$ cat config.mk
export PLATFORM = sky130hd
export DESIGN_NAME = patu_xlate
export DESIGN_NICKNAME = d
export VERILOG_FILES = /design/src/sv/patu_pkg.sv /design/src/sv/patu_xlate.sv
export SDC_FILE = /design/constraint.sdc
export NUM_CORES = 1
export LEC_CHECK = 0
export ABC_CLOCK_PERIOD_IN_PS = 4650
export BUFFER_PORTS_ARGS = -buffer_cell sky130_fd_sc_hd__buf_2
export CAP_MARGIN = 20
export CORE_MARGIN = 1.5
export CORE_UTILIZATION = 43
export DETAILED_ROUTE_END_ITERATION = 8
export MAX_ROUTING_LAYER = met4
export PLACE_DENSITY = 0.91
export SYNTH_ARGS = -nofsm -noshare
export SYNTH_HDL_FRONTEND = slang
export SYNTH_SLANG_ARGS = --single-unit
$ cat constraint.sdc
create_clock -name vclk -period 4.65
set_clock_uncertainty 0.2 [all_clocks]
set_input_delay 0.2325 -clock vclk [all_inputs]
set_output_delay 0.2325 -clock vclk [all_outputs]
set_load 0.1 [all_outputs]
$ cat src/sv/patu_pkg.sv
// shared constants, codes and types of the paged address translation unit
package patu_pkg;

    // page and table geometry
    localparam int PAGE_BITS     = 10;
    localparam int TBL_IDX_W     = 13;
    localparam int TABLE_ENTRIES = 1 << TBL_IDX_W;
    localparam int ENTRY_W       = 16;
    localparam int FRAME_W       = 13;
    localparam int WIN_IDX_W     = 13;
    localparam int PHYS_W        = 25;

    // access codes
    localparam logic [1:0] OP_FETCH = 2'd0;
    localparam logic [1:0] OP_READ  = 2'd1;
    localparam logic [1:0] OP_WRITE = 2'd2;

    // target region codes
    localparam logic [2:0] TGT_NONE    = 3'd0;
    localparam logic [2:0] TGT_ROM     = 3'd1;
    localparam logic [2:0] TGT_LOW_RAM = 3'd2;
    localparam logic [2:0] TGT_TABLE   = 3'd3;
    localparam logic [2:0] TGT_MAIN    = 3'd4;
    localparam logic [2:0] TGT_ISTACK  = 3'd5;
    localparam logic [2:0] TGT_EXT     = 3'd6;

    // fault codes
    localparam logic [1:0] FLT_NONE  = 2'd0;
    localparam logic [1:0] FLT_FETCH = 2'd1;
    localparam logic [1:0] FLT_READ  = 2'd2;
    localparam logic [1:0] FLT_WRITE = 2'd3;

    // page entry permission bits
    localparam int PERM_X = 13;
    localparam int PERM_W = 14;
    localparam int PERM_R = 15;

    // result of one access
    typedef struct packed {
        logic [2:0]  target;
        logic [17:0] offset;
        logic [1:0]  fault;
        logic [7:0]  table_byte;
    } patu_result_t;

    // table update request
    typedef struct packed {
        logic                 en;
        logic [TBL_IDX_W-1:0] idx;
        logic [ENTRY_W-1:0]   data;
    } patu_tbl_wr_t;

    // table entry touched by an access: page entry or window entry
    function automatic logic [TBL_IDX_W-1:0] tbl_index(input logic [23:0] address,
                                                        input logic translated_mode);
        logic [23:0]          page;
        logic [WIN_IDX_W-1:0] win;
        logic [TBL_IDX_W-1:0] idx;
        page = address >> PAGE_BITS;
        win  = address[13:1];
        if (translated_mode)
            idx = page[TBL_IDX_W-1:0];
        else
            idx = win[TBL_IDX_W-1:0];
        return idx;
    endfunction

endpackage

$ cat src/sv/patu_xlate.sv
// permission check, region decode and table update of one access
module patu_xlate import patu_pkg::*; (
    input  logic [1:0]         op,
    input  logic [23:0]        address,
    input  logic [7:0]         write_data,
    input  logic               supervisor,
    input  logic               translated_mode,
    input  logic [ENTRY_W-1:0] entry,
    output patu_result_t       result,
    output patu_tbl_wr_t       tbl_wr
);

    typedef struct packed {
        logic        ok;
        logic [2:0]  tgt;
        logic [17:0] off;
    } phys_t;

    // physical map: main ram, interrupt stack, extended ram
    function automatic phys_t phys_decode(input logic [PHYS_W-1:0] p);
        phys_t r;
        logic [PHYS_W-1:0] d;
        r = '0;
        d = '0;
        if (p < PHYS_W'(32'h10000))
        begin
            r.ok = 1'b1;
            r.tgt = TGT_MAIN;
            d = p;
        end
        else if (p < PHYS_W'(32'h20000))
        begin
            r.ok = 1'b1;
            r.tgt = TGT_ISTACK;
            d = p - PHYS_W'(32'h10000);
        end
        else if (p <= PHYS_W'(32'h05ffff))
        begin
            r.ok = 1'b1;
            r.tgt = TGT_EXT;
            d = p - PHYS_W'(32'h20000);
        end
        r.off = d[17:0];
        return r;
    endfunction

    logic                   is_fetch;
    logic                   is_write;
    logic [1:0]             deny;
    logic                   permitted;
    logic [PHYS_W-1:0]      virt_phys;
    logic [PHYS_W-1:0]      untr_phys;
    phys_t                  pd;
    logic [WIN_IDX_W-1:0]   win_idx;
    logic                   win_hit;
    logic [2:0]             tgt;
    logic [17:0]            off;
    logic [1:0]             flt;
    logic [7:0]             tb;

    assign is_fetch = (op == OP_FETCH);
    assign is_write = (op == OP_WRITE);
    assign deny     = is_fetch ? FLT_FETCH : (is_write ? FLT_WRITE : FLT_READ);

    // permission bit of the page entry for this access
    assign permitted = is_fetch ? entry[PERM_X] : (is_write ? entry[PERM_W] : entry[PERM_R]);

    assign virt_phys = PHYS_W'({entry[FRAME_W-1:0], address[PAGE_BITS-1:0]});
    assign untr_phys = PHYS_W'(address);
    assign pd        = phys_decode(translated_mode ? virt_phys : untr_phys);

    assign win_idx = address[13:1];
    assign win_hit = ({1'b0, win_idx} < (WIN_IDX_W + 1)'(TABLE_ENTRIES));

    // region decode
    always_comb
    begin
        tgt = TGT_NONE;
        off = '0;
        flt = FLT_NONE;
        tb  = '0;
        tbl_wr.en   = 1'b0;
        tbl_wr.idx  = tbl_index(address, translated_mode);
        tbl_wr.data = address[0] ? {write_data, entry[7:0]} : {entry[15:8], write_data};
        if (!translated_mode)
        begin
            if (!supervisor)
            begin
                flt = deny;
            end
            else if (address[23:16] == 8'h00)
            begin
                if (!address[15])
                begin
                    // rom, read only
                    if (is_write)
                    begin
                        flt = FLT_READ;
                    end
                    else
                    begin
                        tgt = TGT_ROM;
                        off = 18'(address[14:0]);
                    end
                end
                else if (!address[14])
                begin
                    tgt = TGT_LOW_RAM;
                    off = 18'(address[13:0]);
                end
                else
                begin
                    // page table window
                    tgt = TGT_TABLE;
                    off = 18'(address[13:0]);
                    if (win_hit)
                    begin
                        if (is_write)
                            tbl_wr.en = 1'b1;
                        else
                            tb = address[0] ? entry[15:8] : entry[7:0];
                    end
                end
            end
            else if (pd.ok)
            begin
                tgt = pd.tgt;
                off = pd.off;
            end
            else
            begin
                flt = FLT_READ;
            end
        end
        else
        begin
            if (!permitted && !supervisor)
            begin
                flt = deny;
            end
            else if (pd.ok)
            begin
                tgt = pd.tgt;
                off = pd.off;
            end
            else
            begin
                flt = FLT_READ;
            end
        end
        // a fault reports nothing else
        if (flt != FLT_NONE)
        begin
            tgt = TGT_NONE;
            off = '0;
            tb  = '0;
        end
    end

    assign result.target     = tgt;
    assign result.offset     = off;
    assign result.fault      = flt;
    assign result.table_byte = tb;

endmodule
==> summary.txt <==
STA
  – Max transition margin: 0.604
  – Setup TNS Final: 0 ps
  – Fin. Hold Viols: 0
  – Slew Viols, Final: 0
  – Setup-failing EPs final: 0
  – Slew @ Worst Pin: 594 ps
  – Final period utilization: 0.742
  – Crit path time final: between 3000 and 4000 ps
  – Max Freq: about 290 MHz
  – RSZ-0062 raised after global routing: false

GRT
  – Initial antenna violation count: 0
  – First-pass GRT wire length: 6730 um
  – Grt ovf: 0
  – Pin count of the biggest net entering global routing: 28
  – Overall global routing resource usage: 0.254
  – Vias in the first global route: about 1500

Place
  – Final Wtd Congestion: ~0.90
  – Port bufs: about 110
  – Dpl hpwl: between 3000 and 4000 um
  – Cells after DPL: 299

Clocking
  – CTS Hold Bufs: 0
  – Postcts setup bufs: 0
  – # resized after CTS: 0

Routing
  – Avg WL per Cell: 14.3 um
  – 1st-iter DRT viols: 38
  – Drt first pass iters: 4
  – Met1 wire length: approximately 1800 um
  – DRT antenna net count: 0
  – Residual DRC: 0
  – Routed wl met3: roughly 320 um
  – Top sig layer: met4
  – Vias: between 1500 and 2000
  – Number of vias per cell: 5.71
  – WL final: approximately 4300 um
  – Routed wl met2: ~2100 um

Power
  – Power Total: 0.344 mW
  – Leak: just over 0.9 nW
  – Pwr/cell area: approximately 190 nW/um2
  – Worst VDD drop: between 0.15 and 0.2 mV

Cells and area
  – Fraction of layout cells with a size suffix above 1: 0.597
  – Sequential cell count: 0
  – CLK BUF: 0
  – Post-layout util: 0.658
  – Register area: 0 um2
  – Nets: approximately 320
  – Ant. Diodes: 0
  – Final std cells w/o fill: roughly 300
  – Area Overhead vs Synth: 46.0%
  – Most frequent cells in the layout: 113 x buf_2, 30 x mux2_2, 19 x nor2_1, 11 x nand2_1, 11 x mux2i_1
  – Commonest non-fill, non-tap cell in the layout: buf_2

Critical path
  – Crit Path Category: primary input to primary output
  – Worst EP required: ~4200 ps
  – CP Capture Type: primary output
  – Critical path startpoint category: primary input
  – Crit. Startpoint: translated_mode
  – Crit-path max FO: 20
  – Arr. time, crit path: about 3000 ps

Logic synthesis
  – Post-synth top area share: 0.274
  – Mean Syn Cell Area: ~7.6 um2
  – Syn Std Cell Area: 1230 um2
  – Ranking of synthesized cells by area: mux2_2 27%, mux2i_1 8.9%, nor2_1 5.8%, nor3b_2 5.1%, o21ai_0 3.7%
  – Sequential area share after synthesis: 0
  – Syn Nets: 217
  – Synthesis Warnings: 0
  – Syn Inst Count: about 160
  – Leading area contributor after synthesis: mux2_2
  – Cell variety after synth: between 40 and 50

Hold path
  – Hold WC Path Type: primary input to primary output
  – Worst hold start: address[3]

Floorplan
  – Die Y: 56.5 um
  – Area of the core: 2730 um2
  – Die Area: 3200 um2
  – Floorplan row count: 19
  – I/O Pins: approximately 110
  – Die W: between 50 and 60 um
  – Starting Density: 0.451

Run
  – Max_cap viols: 0

Run status
  – Outcome: finished clean
-- path summary, 6_finish.rpt --
path | end | cells past startpoint
setup / recovery | result[24] | 8
hold / removal | result[13] | 3
-- cells by family after synthesis --
group / count (synthesis) / share of synthesized area
compound gates: 33 / 0.214
xor+xnor: 1 / 0.00711
fa+ha+maj: 2 / 0.0203
buf+inv: 13 / 0.0487
mux: 41 / 0.363
simple gates: 73 / 0.346
-- where the power goes --
group	internal (mW)	switching, mW	leakage [nW]
clock network	0	0	0
registers	0	0	0
logic	0.0741	0.270	0.910
-- metal layers --
metal	global-route usage	vias to the layer above
li1	-	834
met1	0.330	790
met2	0.450	81
met3	0.0161	2
met4	0.0170	0
met5	-	-
-- stage by stage --
stage / hold WS (ps) / setup WS (ps) / area [um2]
floorplan: 582 / 142 / 1230
finish: 782 / 1200 / 1800
global placement: 779 / 1320 / 1800
global route: 793 / 877 / 1800
detailed placement: 779 / 1200 / 1800
CTS: 782 / 1200 / 1800
-- layout make-up --
type	instances	area (um2)
Fill cell	259	935
Multi-Input combinational cell	150	1170
Inverter	4	15.0
Tap cell	31	38.8
Timing Repair Buffer	114	573
-- cell usage after synthesis (2+ instances only) --
| cell | count |
|---|---|
| ha_1 | 2 |
| clkbuf_1 | 3 |
| nor3b_2 | 5 |
| nand2b_1 | 2 |
| nor4_1 | 2 |
| or3_1 | 2 |
| nor2_1 | 19 |
| nor2b_1 | 3 |
| o21ai_0 | 9 |
| mux2i_1 | 11 |
| nor3_1 | 5 |
| inv_1 | 4 |
| o211ai_1 | 4 |
| a21oi_1 | 6 |
| nor3b_1 | 6 |
| nand4_1 | 6 |
| or2_2 | 2 |
| or3b_2 | 2 |
| mux2_2 | 30 |
| buf_1 | 4 |
| nand2_1 | 11 |
-- worst max-delay path: stages --
cell     delay [ps]
buf_2           330
mux2i_1         450
ha_1            220
nand4_1         160
o41ai_4         530
a31oi_4         350
a31oi_1         270
buf_2           460
No activity file was read; power rests on OpenSTA's default activity.
